File: src/design/ternary_packed_dot_accumulate_defines.svh
// Assertion macros shared by the ternary dot-product RTL.
// Needs clk and rst_n in the scope where a macro is used.
`ifndef TERNARY_PACKED_DOT_ACCUMULATE_DEFINES_SVH
`define TERNARY_PACKED_DOT_ACCUMULATE_DEFINES_SVH

// Check that cons holds in the same cycle as ante
`define TPDA_ASSERT_IMPLY(label, ante, cons, msg) \
    label: assert property (@(posedge clk) disable iff (!rst_n) (ante) |-> (cons)) \
        else $error(msg);

// Check that cons holds in the cycle after ante
`define TPDA_ASSERT_NEXT(label, ante, cons, msg) \
    label: assert property (@(posedge clk) disable iff (!rst_n) (ante) |=> (cons)) \
        else $error(msg);

`endif

File: src/design/tpda_pkg.sv
// Shared widths, register indexes, limits and types for the ternary dot-product block.
// No dependencies.
`default_nettype none

package tpda_pkg;

    localparam int ACT_W   = 8;
    localparam int CODE_W  = 2;
    localparam int LANES   = 4;
    localparam int WB_W    = LANES * CODE_W;
    localparam int PROD_W  = ACT_W + 2;
    localparam int PART_W  = PROD_W + 2;
    localparam int ACC_W   = 22;
    localparam int SCALE_W = 32;
    localparam int BIAS_W  = 32;
    localparam int MUL_W   = ACC_W + SCALE_W + 1;
    localparam int RND_SH  = 8;
    localparam int RND_W   = MUL_W - RND_SH;
    localparam int OUT_W   = 48;
    localparam int SUM_W   = OUT_W + 1;
    localparam int CIDX_W  = 1;

    localparam logic signed [ACC_W-1:0] ACC_MAX = {1'b0, {(ACC_W-1){1'b1}}};
    localparam logic signed [ACC_W-1:0] ACC_MIN = {1'b1, {(ACC_W-1){1'b0}}};
    localparam logic signed [OUT_W-1:0] OUT_MAX = {1'b0, {(OUT_W-1){1'b1}}};
    localparam logic signed [OUT_W-1:0] OUT_MIN = {1'b1, {(OUT_W-1){1'b0}}};

    localparam logic [SCALE_W-1:0] SCALE_RESET = 32'h0100_0000;

    typedef logic [CIDX_W-1:0] cfg_index_t;
    localparam cfg_index_t REG_SCALE_FACTOR = 1'b0;
    localparam cfg_index_t REG_BIAS_ENABLE  = 1'b1;

    // Finished row handed from the accumulator to the scaler
    typedef struct packed {
        logic signed [ACC_W-1:0]  sum;
        logic signed [BIAS_W-1:0] bias;
    } row_result_t;

endpackage

`default_nettype wire

File: src/design/tpda_lane.sv
// One multiply lane: signed activation times a 2-bit-coded weight of -1, 0, 1 or 2, registered.
// Depends on tpda_pkg.
`default_nettype none

module tpda_lane import tpda_pkg::*; (
    input  wire logic                     clk,
    input  wire logic                     load,
    input  wire logic signed [ACT_W-1:0]  act,
    input  wire logic [CODE_W-1:0]        code,
    output logic signed [PROD_W-1:0]      prod_reg
);

    // Weight codes: the weight is the code minus one
    localparam logic [CODE_W-1:0] W_NEG  = 2'd0;
    localparam logic [CODE_W-1:0] W_ZERO = 2'd1;
    localparam logic [CODE_W-1:0] W_POS  = 2'd2;
    localparam logic [CODE_W-1:0] W_DBL  = 2'd3;

    logic signed [PROD_W-1:0] act_ext;
    logic signed [PROD_W-1:0] prod_next;

    assign act_ext = {{(PROD_W-ACT_W){act[ACT_W-1]}}, act};

    // Select negate, zero, pass or double
    always_comb
    begin
        unique case (code)
            W_NEG:   prod_next = -act_ext;
            W_ZERO:  prod_next = '0;
            W_POS:   prod_next = act_ext;
            W_DBL:   prod_next = act_ext <<< 1;
            default: prod_next = '0;
        endcase
    end

    // Hold the product until the next item loads
    always_ff @(posedge clk)
    begin
        if (load)
        begin
            prod_reg <= prod_next;
        end
    end

endmodule

`default_nettype wire

File: src/design/tpda_acc.sv
// Merge stage: adds the lane products into the saturating row accumulator
// and hands a finished row to the scaler. Depends on tpda_pkg and the defines header.
`default_nettype none
`include "ternary_packed_dot_accumulate_defines.svh"

module tpda_acc import tpda_pkg::*; (
    input  wire logic                     clk,
    input  wire logic                     rst_n,
    input  wire logic                     in_valid,
    output logic                          in_ready,
    input  wire logic                     in_last,
    input  wire logic signed [BIAS_W-1:0] in_bias,
    input  wire logic signed [PROD_W-1:0] lane_prod [LANES],
    output logic                          res_valid,
    input  wire logic                     res_ready,
    output row_result_t                   res
);

    logic                      v1_reg;
    logic                      last1_reg;
    logic signed [BIAS_W-1:0]  bias1_reg;
    logic signed [ACC_W-1:0]   acc_reg;
    logic signed [ACC_W-1:0]   acc_next;
    logic                      v2_reg;
    row_result_t               res_reg;
    logic signed [PART_W-1:0]  part;
    logic signed [ACC_W:0]     total;
    logic signed [ACC_W-1:0]   sat_sum;
    logic                      take1;

    // Merge the lane products
    always_comb
    begin
        part = '0;
        for (int i = 0; i < LANES; i++)
        begin
            part = part + {{(PART_W-PROD_W){lane_prod[i][PROD_W-1]}}, lane_prod[i]};
        end
    end

    // Add into the accumulator and clamp to its range
    assign total = {acc_reg[ACC_W-1], acc_reg}
                 + {{(ACC_W+1-PART_W){part[PART_W-1]}}, part};

    always_comb
    begin
        if (total[ACC_W] != total[ACC_W-1])
        begin
            sat_sum = total[ACC_W] ? ACC_MIN : ACC_MAX;
        end
        else
        begin
            sat_sum = total[ACC_W-1:0];
        end
    end

    // A row end waits only when the result slot is full and stalled
    assign take1    = v1_reg && (!last1_reg || !v2_reg || res_ready);
    assign in_ready = !v1_reg || take1;
    assign acc_next = last1_reg ? '0 : sat_sum;

    // Stage-one and result-slot control
    always_ff @(posedge clk or negedge rst_n)
    begin
        if (!rst_n)
        begin
            v1_reg  <= 1'b0;
            acc_reg <= '0;
            v2_reg  <= 1'b0;
        end
        else
        begin
            if (in_valid && in_ready)
            begin
                v1_reg <= 1'b1;
            end
            else if (take1)
            begin
                v1_reg <= 1'b0;
            end

            if (take1)
            begin
                acc_reg <= acc_next;
            end

            if (take1 && last1_reg)
            begin
                v2_reg <= 1'b1;
            end
            else if (res_ready)
            begin
                v2_reg <= 1'b0;
            end
        end
    end

    // Item payload and finished-row payload
    always_ff @(posedge clk)
    begin
        if (in_valid && in_ready)
        begin
            last1_reg <= in_last;
            bias1_reg <= in_bias;
        end
        if (take1 && last1_reg)
        begin
            res_reg.sum  <= sat_sum;
            res_reg.bias <= bias1_reg;
        end
    end

    assign res_valid = v2_reg;
    assign res       = res_reg;

    `TPDA_ASSERT_NEXT(a_acc_clear, take1 && last1_reg, acc_reg == '0, "row end did not clear accumulator")
    `TPDA_ASSERT_IMPLY(a_mid_no_stall, v1_reg && !last1_reg, take1, "mid-row item stalled")
    `TPDA_ASSERT_NEXT(a_res_hold, v2_reg && !res_ready, v2_reg && $stable(res_reg), "pending row lost")

endmodule

`default_nettype wire

File: src/design/tpda_scale.sv
// Output scaler: multiplies the row sum by the Q8.24 scale, rounds to Q.16,
// adds the optional bias and saturates. Depends on tpda_pkg and the defines header.
`default_nettype none
`include "ternary_packed_dot_accumulate_defines.svh"

module tpda_scale import tpda_pkg::*; (
    input  wire logic                     clk,
    input  wire logic                     rst_n,
    input  wire logic [SCALE_W-1:0]       scale_factor,
    input  wire logic                     bias_enable,
    input  wire logic                     res_valid,
    output logic                          res_ready,
    input  wire row_result_t              res,
    output logic                          out_valid,
    input  wire logic                     out_ready,
    output logic signed [ACC_W-1:0]       raw_sum,
    output logic signed [OUT_W-1:0]       scaled_out
);

    logic                      v3_reg;
    logic signed [MUL_W-1:0]   prod_reg;
    logic signed [MUL_W-1:0]   prod_next;
    logic signed [ACC_W-1:0]   sum3_reg;
    logic signed [BIAS_W-1:0]  bias3_reg;
    logic                      out_valid_reg;
    logic signed [ACC_W-1:0]   raw_sum_reg;
    logic signed [OUT_W-1:0]   scaled_reg;
    logic signed [OUT_W-1:0]   scaled_next;
    logic signed [SCALE_W:0]   scale_s;
    logic signed [MUL_W-1:0]   rnd_sum;
    logic signed [RND_W-1:0]   rounded;
    logic signed [SUM_W-1:0]   bias_term;
    logic signed [SUM_W-1:0]   total;
    logic                      ready4;

    assign ready4    = !out_valid_reg || out_ready;
    assign res_ready = !v3_reg || ready4;

    // Multiply stage: signed sum by unsigned scale
    assign scale_s   = {1'b0, scale_factor};
    assign prod_next = res.sum * scale_s;

    // Round half up: add half an LSB, then floor by the shift
    assign rnd_sum   = prod_reg + MUL_W'(1 <<< (RND_SH - 1));
    assign rounded   = rnd_sum[MUL_W-1:RND_SH];
    assign bias_term = bias_enable ? {{(SUM_W-BIAS_W){bias3_reg[BIAS_W-1]}}, bias3_reg}
                                   : '0;
    assign total     = {{(SUM_W-RND_W){rounded[RND_W-1]}}, rounded} + bias_term;

    // Clamp to the output range
    always_comb
    begin
        if (total[SUM_W-1] != total[SUM_W-2])
        begin
            scaled_next = total[SUM_W-1] ? OUT_MIN : OUT_MAX;
        end
        else
        begin
            scaled_next = total[OUT_W-1:0];
        end
    end

    // Stage valids
    always_ff @(posedge clk or negedge rst_n)
    begin
        if (!rst_n)
        begin
            v3_reg        <= 1'b0;
            out_valid_reg <= 1'b0;
        end
        else
        begin
            if (res_ready)
            begin
                v3_reg <= res_valid;
            end
            if (ready4)
            begin
                out_valid_reg <= v3_reg;
            end
        end
    end

    // Stage payloads
    always_ff @(posedge clk)
    begin
        if (res_ready && res_valid)
        begin
            prod_reg  <= prod_next;
            sum3_reg  <= res.sum;
            bias3_reg <= res.bias;
        end
        if (ready4 && v3_reg)
        begin
            raw_sum_reg <= sum3_reg;
            scaled_reg  <= scaled_next;
        end
    end

    assign out_valid  = out_valid_reg;
    assign raw_sum    = raw_sum_reg;
    assign scaled_out = scaled_reg;

    `TPDA_ASSERT_NEXT(a_mul_hold, v3_reg && !ready4, v3_reg && $stable(prod_reg), "product lost while stalled")
    `TPDA_ASSERT_NEXT(a_out_load, v3_reg && ready4, out_valid_reg, "product did not reach output")
    `TPDA_ASSERT_NEXT(a_mul_load, res_valid && res_ready, v3_reg, "row not taken into multiply stage")

endmodule

`default_nettype wire

File: src/design/ternary_packed_dot_accumulate.sv
// Top level of the ternary-weight int8 dot-product accumulator.
// Depends on tpda_pkg, tpda_lane, tpda_acc and tpda_scale.
//
// Input channel (in_valid/in_ready): four signed 8-bit activations, one byte of
// four 2-bit weight codes (weight = code - 1, act_0 pairs with bits 7:6), a
// Q16.16 bias and a last flag. Up to one item is taken per cycle, with no gaps
// between items of a row or between rows while the output keeps up.
// Output channel (out_valid/out_ready): one result per item marked last: the
// saturated 22-bit row sum and the Q32.16 scaled value. The lane registers load
// at the edge that accepts the last item; merge and accumulate, multiply, and
// round/bias/saturate follow, each into its own register, before out_valid
// rises. The 22x33 multiplier product is registered; throughput is one item per
// cycle while no row end is held back.
// Config port: cfg_we writes cfg_data into register cfg_index (0 = scale,
// 1 = bias enable) at once; write only while the block is idle.
// Reset clears the accumulator and all valids, sets the scale to 1.0 and
// disables the bias. When the receiver stalls, results queue in the pipeline
// registers; mid-row items keep flowing, and the input stalls only once a row
// end finds every result slot ahead of it full.
`default_nettype none

module ternary_packed_dot_accumulate import tpda_pkg::*; (
    input  wire logic                     clk,
    input  wire logic                     rst_n,
    input  wire logic                     cfg_we,
    input  wire logic [CIDX_W-1:0]        cfg_index,
    input  wire logic [SCALE_W-1:0]       cfg_data,
    input  wire logic                     in_valid,
    output logic                          in_ready,
    input  wire logic signed [ACT_W-1:0]  act_0,
    input  wire logic signed [ACT_W-1:0]  act_1,
    input  wire logic signed [ACT_W-1:0]  act_2,
    input  wire logic signed [ACT_W-1:0]  act_3,
    input  wire logic [WB_W-1:0]          packed_weights,
    input  wire logic signed [BIAS_W-1:0] bias_value,
    input  wire logic                     last,
    output logic                          out_valid,
    input  wire logic                     out_ready,
    output logic signed [ACC_W-1:0]       raw_sum,
    output logic signed [OUT_W-1:0]       scaled_out
);

    logic [SCALE_W-1:0]       scale_factor_reg;
    logic                     bias_enable_reg;
    logic signed [ACT_W-1:0]  act_vec  [LANES];
    logic signed [PROD_W-1:0] lane_prod [LANES];
    logic                     load;
    logic                     res_valid;
    logic                     res_ready;
    row_result_t              res;

    // Configuration registers
    always_ff @(posedge clk or negedge rst_n)
    begin
        if (!rst_n)
        begin
            scale_factor_reg <= SCALE_RESET;
            bias_enable_reg  <= 1'b0;
        end
        else if (cfg_we)
        begin
            unique case (cfg_index)
                REG_SCALE_FACTOR: scale_factor_reg <= cfg_data;
                REG_BIAS_ENABLE:  bias_enable_reg  <= cfg_data[0];
                default:          ;
            endcase
        end
    end

    assign act_vec[0] = act_0;
    assign act_vec[1] = act_1;
    assign act_vec[2] = act_2;
    assign act_vec[3] = act_3;
    assign load       = in_valid && in_ready;

    // Lanes: most significant code pair goes to lane 0
    for (genvar g = 0; g < LANES; g++)
    begin : g_lane
        tpda_lane u_lane (
            .clk      (clk),
            .load     (load),
            .act      (act_vec[g]),
            .code     (packed_weights[WB_W-1-g*CODE_W -: CODE_W]),
            .prod_reg (lane_prod[g])
        );
    end

    tpda_acc u_acc (
        .clk       (clk),
        .rst_n     (rst_n),
        .in_valid  (in_valid),
        .in_ready  (in_ready),
        .in_last   (last),
        .in_bias   (bias_value),
        .lane_prod (lane_prod),
        .res_valid (res_valid),
        .res_ready (res_ready),
        .res       (res)
    );

    tpda_scale u_scale (
        .clk          (clk),
        .rst_n        (rst_n),
        .scale_factor (scale_factor_reg),
        .bias_enable  (bias_enable_reg),
        .res_valid    (res_valid),
        .res_ready    (res_ready),
        .res          (res),
        .out_valid    (out_valid),
        .out_ready    (out_ready),
        .raw_sum      (raw_sum),
        .scaled_out   (scaled_out)
    );

endmodule

`default_nettype wire
File: config.mk
export PLATFORM = sky130hd
export DESIGN_NAME = ternary_packed_dot_accumulate
export DESIGN_NICKNAME = d
export VERILOG_FILES = /design/src/design/tpda_pkg.sv /design/src/design/tpda_lane.sv /design/src/design/tpda_acc.sv /design/src/design/tpda_scale.sv /design/src/design/ternary_packed_dot_accumulate.sv
export VERILOG_INCLUDE_DIRS = /design/src /design/src/design
export SDC_FILE = /design/constraint.sdc
export NUM_CORES = 2
export LEC_CHECK = 0
export BUFFER_PORTS_ARGS = -buffer_cell sky130_fd_sc_hd__buf_2
export CORE_MARGIN = 5
export CORE_UTILIZATION = 50
export DETAILED_ROUTE_END_ITERATION = 10
export HOLD_SLACK_MARGIN = 0.03
export PLACE_DENSITY_LB_ADDON = 0.15
export REMOVE_ABC_BUFFERS = 1
export SKIP_CTS_REPAIR_TIMING = 1
export SKIP_LAST_GASP = 1
export SLEW_MARGIN = 10
export SYNTH_ARGS = -nofsm -noshare
export SYNTH_HDL_FRONTEND = slang
export SYNTH_HIERARCHICAL = 1
export SYNTH_SLANG_ARGS = --single-unit
File: constraint.sdc
create_clock -name clk -period 6.7 [get_ports clk]
set_input_delay 0.67 -clock clk [delete_from_list [all_inputs] [get_ports clk]]
set_output_delay 0.67 -clock clk [all_outputs]
set_load 0.03 [all_outputs]
; ---- Yosys cells after proc, flatten, opt, wreduce, memory -nomap -nowiden
; Cells that the tools add are included.
[word_totals]
regBits = 365
out_inout_bits = 72
wordCells = 83
[classes]
multipliers = 1
bitwise_logic = 1
addsub = 10
n_eq_ne = 14
muxes = 14
n_reduce_logical = 23
[ops]
columns = op, n
row1 = 10-bit case mux with 4 select lines, 4
row2 = 48-bit two-way mux, 2
row3 = 22-bit two-way mux, 3
row4 = 55-bit by 9-bit adder with 55-bit output (second input constant), 1
row5 = 22-bit by 33-bit multiplier with 55-bit output, 1
row6 = 49-bit adder, 1
row7 = 49-bit two-way mux, 1
row8 = 8-bit negator with 10-bit output, 4
row9 = 12-bit adder, 2
row10 = 22-bit by 12-bit adder with 23-bit output, 1
row11 = 2-bit equality test (second input constant), 8
row12 = 10-bit by 10-bit adder with 11-bit output, 1
row13 = 2-bit by 1-bit equality test with 1-bit output (second input constant), 4
row14 = 2-bit zero test, 4
row15 = 1-bit logical AND, 5
row16 = 1-bit zero test, 5
row17 = 1-bit logical OR, 5
row18 = 1-bit two-way mux, 4
row19 = 2-bit AND reduction, 2
row20 = 2-bit nonzero test, 2
row21 = 1-bit inequality test, 2
row22 = 1-bit inverter, 1

; ---- Longest topological paths before layout
[depth]
ltp_word = 8
ltp_mapped = 27

; ---- Cells and area by module
; The synthesis kept the hierarchy.
[modules_own_cells]
columns = module, area_each_um2, cells_per_inst, seq_area_each_um2, instances
row1 = tpda_scale, 31935.6, 3357, 5215.0, 1
row2 = tpda_acc, 6059.6, 530, 3213.1, 1
row3 = tpda_lane, 618.1, 65, 300.3, 4
row4 = ternary_packed_dot_accumulate, 1406.3, 73, 827.0, 1

; ---- Worst setup path after synthesis
; OpenSTA, ideal clock, no wires.
[synth_timing]
path_type = reg2reg
from = register scale_factor_reg[24]
to = register u_scale.prod_reg[44] (data pin)
required_ns = 6.434
stages_incl_launch_ff = 24
path_slack_ns = -0.347
n_path_buf = 2
setup_time_ns = 0.266
arrival_ns = 6.781
period_less_slack_ns = 7.047
path_cell_list = dfstp_2 > clkbuf_1 > nand2_1 > fa_1 > fa_1 > fa_1 > inv_1 > fa_1 > fa_1 > fa_1 > inv_1 > fa_1 > inv_1 > ha_1 > clkbuf_1 > o211a_1 > a2111oi_2 > o211ai_1 > a31o_2 > a31oi_1 > o21ai_1 > a311oi_1 > o21ai_0 > xor2_1
[synth_between]
elab_chain_cells = 1
[synth_rtl]
columns = element, line_no
row1 = start: declaration, ternary_packed_dot_accumulate.sv:43  ; logic [SCALE_W-1:0] scale_factor_reg;
row2 = start signal: assignment, ternary_packed_dot_accumulate.sv:63  ; REG_SCALE_FACTOR: scale_factor_reg <= cfg_data;
row3 = 22-bit by 33-bit multiplier with 55-bit output, tpda_scale.sv:41  ; assign prod_next = res.sum * scale_s;
row4 = via u_scale.prod_next[44], tpda_scale.sv:22  ; logic signed [MUL_W-1:0] prod_next;
row5 = end signal: assignment, tpda_scale.sv:89  ; prod_reg <= prod_next;
row6 = end: declaration, tpda_scale.sv:21  ; logic signed [MUL_W-1:0] prod_reg;
; The timed path passes the listed nets, and every way through them passes these cells.
; A chain may end at the register's enable or synchronous reset.

; ---- Final worst setup path
[layout_timing]
from = register u_acc.res_reg (netlist bit u_acc/res[45])
to = register u_scale.prod_reg[49] (data pin)
[layout_between]
elab_chain_cells = 1
[layout_rtl]
columns = element, line_no
row1 = start: declaration, tpda_acc.sv:25  ; row_result_t res_reg;
row2 = 22-bit by 33-bit multiplier with 55-bit output, tpda_scale.sv:41
row3 = via u_scale.prod_next[49], tpda_scale.sv:22
; The timed path passes the listed nets, and every way through them passes these cells.

==> flow_metrics.env <==
export IMPL_rows=106
export IMPL_fmax_mhz=140
export IMPL_cp_max_fo=5
export IMPL_insertion_delay_ps=600
export IMPL_cts_tree="done"
export IMPL_nFillCells=7287
export IMPL_gp_congestion=0.906
export IMPL_cts_max_path_buffers=3
export IMPL_grt_pass1_vias=31800
export IMPL_syn_area_mm2=0.0419
export IMPL_r2r_cells=24
export IMPL_cp_required_ps=7050
export IMPL_fin_skew_ps=33.1
export IMPL_synth_distinct_cells=85
export IMPL_numCtsBuffers=45
export IMPL_clk_pin_slew_ps=60
export IMPL_fp_dieArea_mm2=0.0896
export IMPL_slew_limit_headroom_pct=30.8
export IMPL_dp_hpwl_um=96200
export IMPL_synth_compound_area_share_pct=7.95
export IMPL_track_usage_pct=26.1
export IMPL_synth_fa_ha_area_share_pct=38.4
export IMPL_start_util_pct=50.3
export IMPL_rsz0062_at_grt="yes"
export IMPL_antenna_found_initial=11
export IMPL_nets=5644
export IMPL_cts_max_level=2
export IMPL_viasPerCell=5.41
export IMPL_startpoint_type="flop"
export IMPL_synth_edf_count=299
export IMPL_yosys_warnings=6
export IMPL_synth_simple_gate_area_share_pct=15.3
export IMPL_endpoint_kind="flop"
export IMPL_ctsRootBufferMaster="clkbuf_16"
export IMPL_status="finished with violations"
export IMPL_worst_slew_pin_slew_ps=1040
export IMPL_violations="setup timing"
export IMPL_drive_above_1_share_pct=18.5
export IMPL_areaGrowthSynthToFinish_pct=16.6
export IMPL_dieWidth_um=299
export IMPL_drc=0
export IMPL_seq_area_frac_synth_pct=25.0
export IMPL_yosys_register_bits=358
export IMPL_synth_top_family_by_area="adder cells"
export IMPL_timing_hold_ws_ps=217
export IMPL_fp_coreArea_mm2=0.0833
export IMPL_die_y_um=299
export IMPL_ioPinCount=183
export IMPL_syn_inst=4220
export IMPL_cts_sinks=358
export IMPL_setup_viol=20
export IMPL_critPathArrivalTime_ps=7480
export IMPL_hold_path_class="input port to asynchronous set/reset pin"
export IMPL_layout_min_cycle_time_ps=7130
export IMPL_synth_mux_area_share_pct=1.53
export IMPL_cap_violations=0
export IMPL_ys_async_sr_fraction_pct=16.5
export IMPL_timing_final_ws_setup_ps=-431
export IMPL_grt_pass1_wl_um=182000
export IMPL_postRouteWirelength_um=119000
export IMPL_portBuffers=182
export IMPL_synth_xor_area_share_pct=3.33
export IMPL_avgSynthCellArea_um2=9.92
export IMPL_ys_flop_type="edfxtp_1"
export IMPL_ant_nets=0
export IMPL_largest_reg_flops=54
export IMPL_finalCritPeriodShare_pct=106
export IMPL_first_iter_violations=2203
export IMPL_overflow=0
export IMPL_grt_start_max_net_pins=74
export IMPL_first_pass_iters=6
export IMPL_vias=31100
export IMPL_final_hold_violation_count=0
export IMPL_crit_type="flop to flop"
export IMPL_wire_per_inst_um=20.7
export IMPL_drv_slew=0
## cell usage in the layout, fill, tap and decap left out, types with 23 or more instances in the layout
master and n:
a21o_1 42, a21oi_1 134, and2_1 324, and3_1 23
buf_12 32, buf_2 181, buf_4 314, clkbuf_16 49
dfrtp_1 49, edfxtp_1 299, fa_1 595, fa_2 25
ha_1 277, inv_1 705, mux2_4 30, nand2_1 547
nand2b_1 31, nand3_1 54, nand4_1 44, nor2_1 122
nor3_1 39, o21ai_0 118, o21ai_2 26, o21bai_1 29
xnor2_1 104, xor2_1 48
## per-stage QoR
step | setup WS [ps] | TNS, ps | util (%) | cell area (um^2) | std cells
after floorplan | -433 | -2230 | - | 41000 | 4020
after global placement | -619 | -7700 | 55.5 | 46200 | 5622
after detailed placement | -601 | -8610 | 55.5 | 46200 | 5622
after CTS | -651 | -9550 | 57.3 | 47700 | 5706
after global routing | -589 | -9810 | 58.6 | 48800 | 5740
final | -431 | -4830 | 58.6 | 48800 | 5743
## worst max-delay path: stages, from the launching register on
cell,delay [ps]
edfxtp_1,450
buf_12,180
nand2_1,100
fa_1,560
inv_1,50
fa_1,480
fa_1,650
fa_1,490
fa_1,500
fa_1,540
inv_2,40
fa_1,560
inv_2,60
ha_4,220
a211o_1,320
a2111oi_4,340
buf_4,170
o211ai_1,80
a31o_2,250
a22oi_2,160
buf_4,160
o21bai_4,80
a41oi_2,170
o21ba_4,180
xnor2_2,60
## synth_stat cells, types with 30 or more instances
cell        n  area, um^2
inv_1     725        2720
fa_1      620       12400
nand2_1   550        2060
and2_1    337        2110
edfxtp_1  299        8980
ha_1      290        3630
clkbuf_1  177         664
a21oi_1   147         736
o21ai_0   131         656
nor2_1    126         473
xnor2_1   110         963
dfrtp_1    58        1450
nand3_1    55         275
xor2_1     49         429
nand4_1    44         275
a21o_1     43         323
nor3_1     40         200
o21bai_1   32         240
nand2b_1   31         194
mux2_4     30         450
## metal layers
layer	vias up	wire, um	GRT usage, %
li1	14300	-	-
met1	15600	50300	35.5
met2	956	56800	43.5
met3	217	7590	4.27
met4	2	4070	7.77
met5	-	13	0
## kinds of logic (layout without fill, tap and decap cells)
family | after synthesis | count (layout)
AO/OA/AOI/OAI | 519 | 519
XOR/XNOR | 159 | 159
adder cells (fa/ha/maj) | 912 | 912
buffers and inverters | 926 | 1366
flip-flops | 358 | 358
multiplexers | 48 | 48
other | 0 | 3
AND/OR/NAND/NOR | 1298 | 1298
## final cells by class
| class | count | area (um^2) | area share, % |
|---|---|---|---|
| inverters | 726 | 2730 | 5.58 |
| multi-input cells | 2936 | 28500 | 58.4 |
| clock buffers | 64 | 1260 | 2.58 |
| flip-flops and latches | 358 | 10500 | 21.4 |
| diodes | 3 | 7.51 | 0.0154 |
| repair buffers | 556 | 4310 | 8.82 |
| clock inverters | 20 | 208 | 0.426 |
| well taps | 1080 | 1350 | 2.77 |
## worst paths after layout
check                                       end  slack, ps                  from
setup / recovery           u_scale/prod_reg[49]       -430         u_acc/res[45]
hold / removal             scale_factor_reg[22]        220                 rst_n
setup reg to reg           u_scale/prod_reg[49]       -430         u_acc/res[45]
hold reg to reg             u_scale/raw_sum[14]        420  u_scale/sum3_reg[14]
max in group asynchronous   scale_factor_reg[5]       5750                 rst_n
min in group clk             u_acc/bias1_reg[0]        260         bias_value[0]
Power is left out: the tool's default activity adds up to more than one toggle a clock period on the data nets, which glitch-free logic cannot reach.
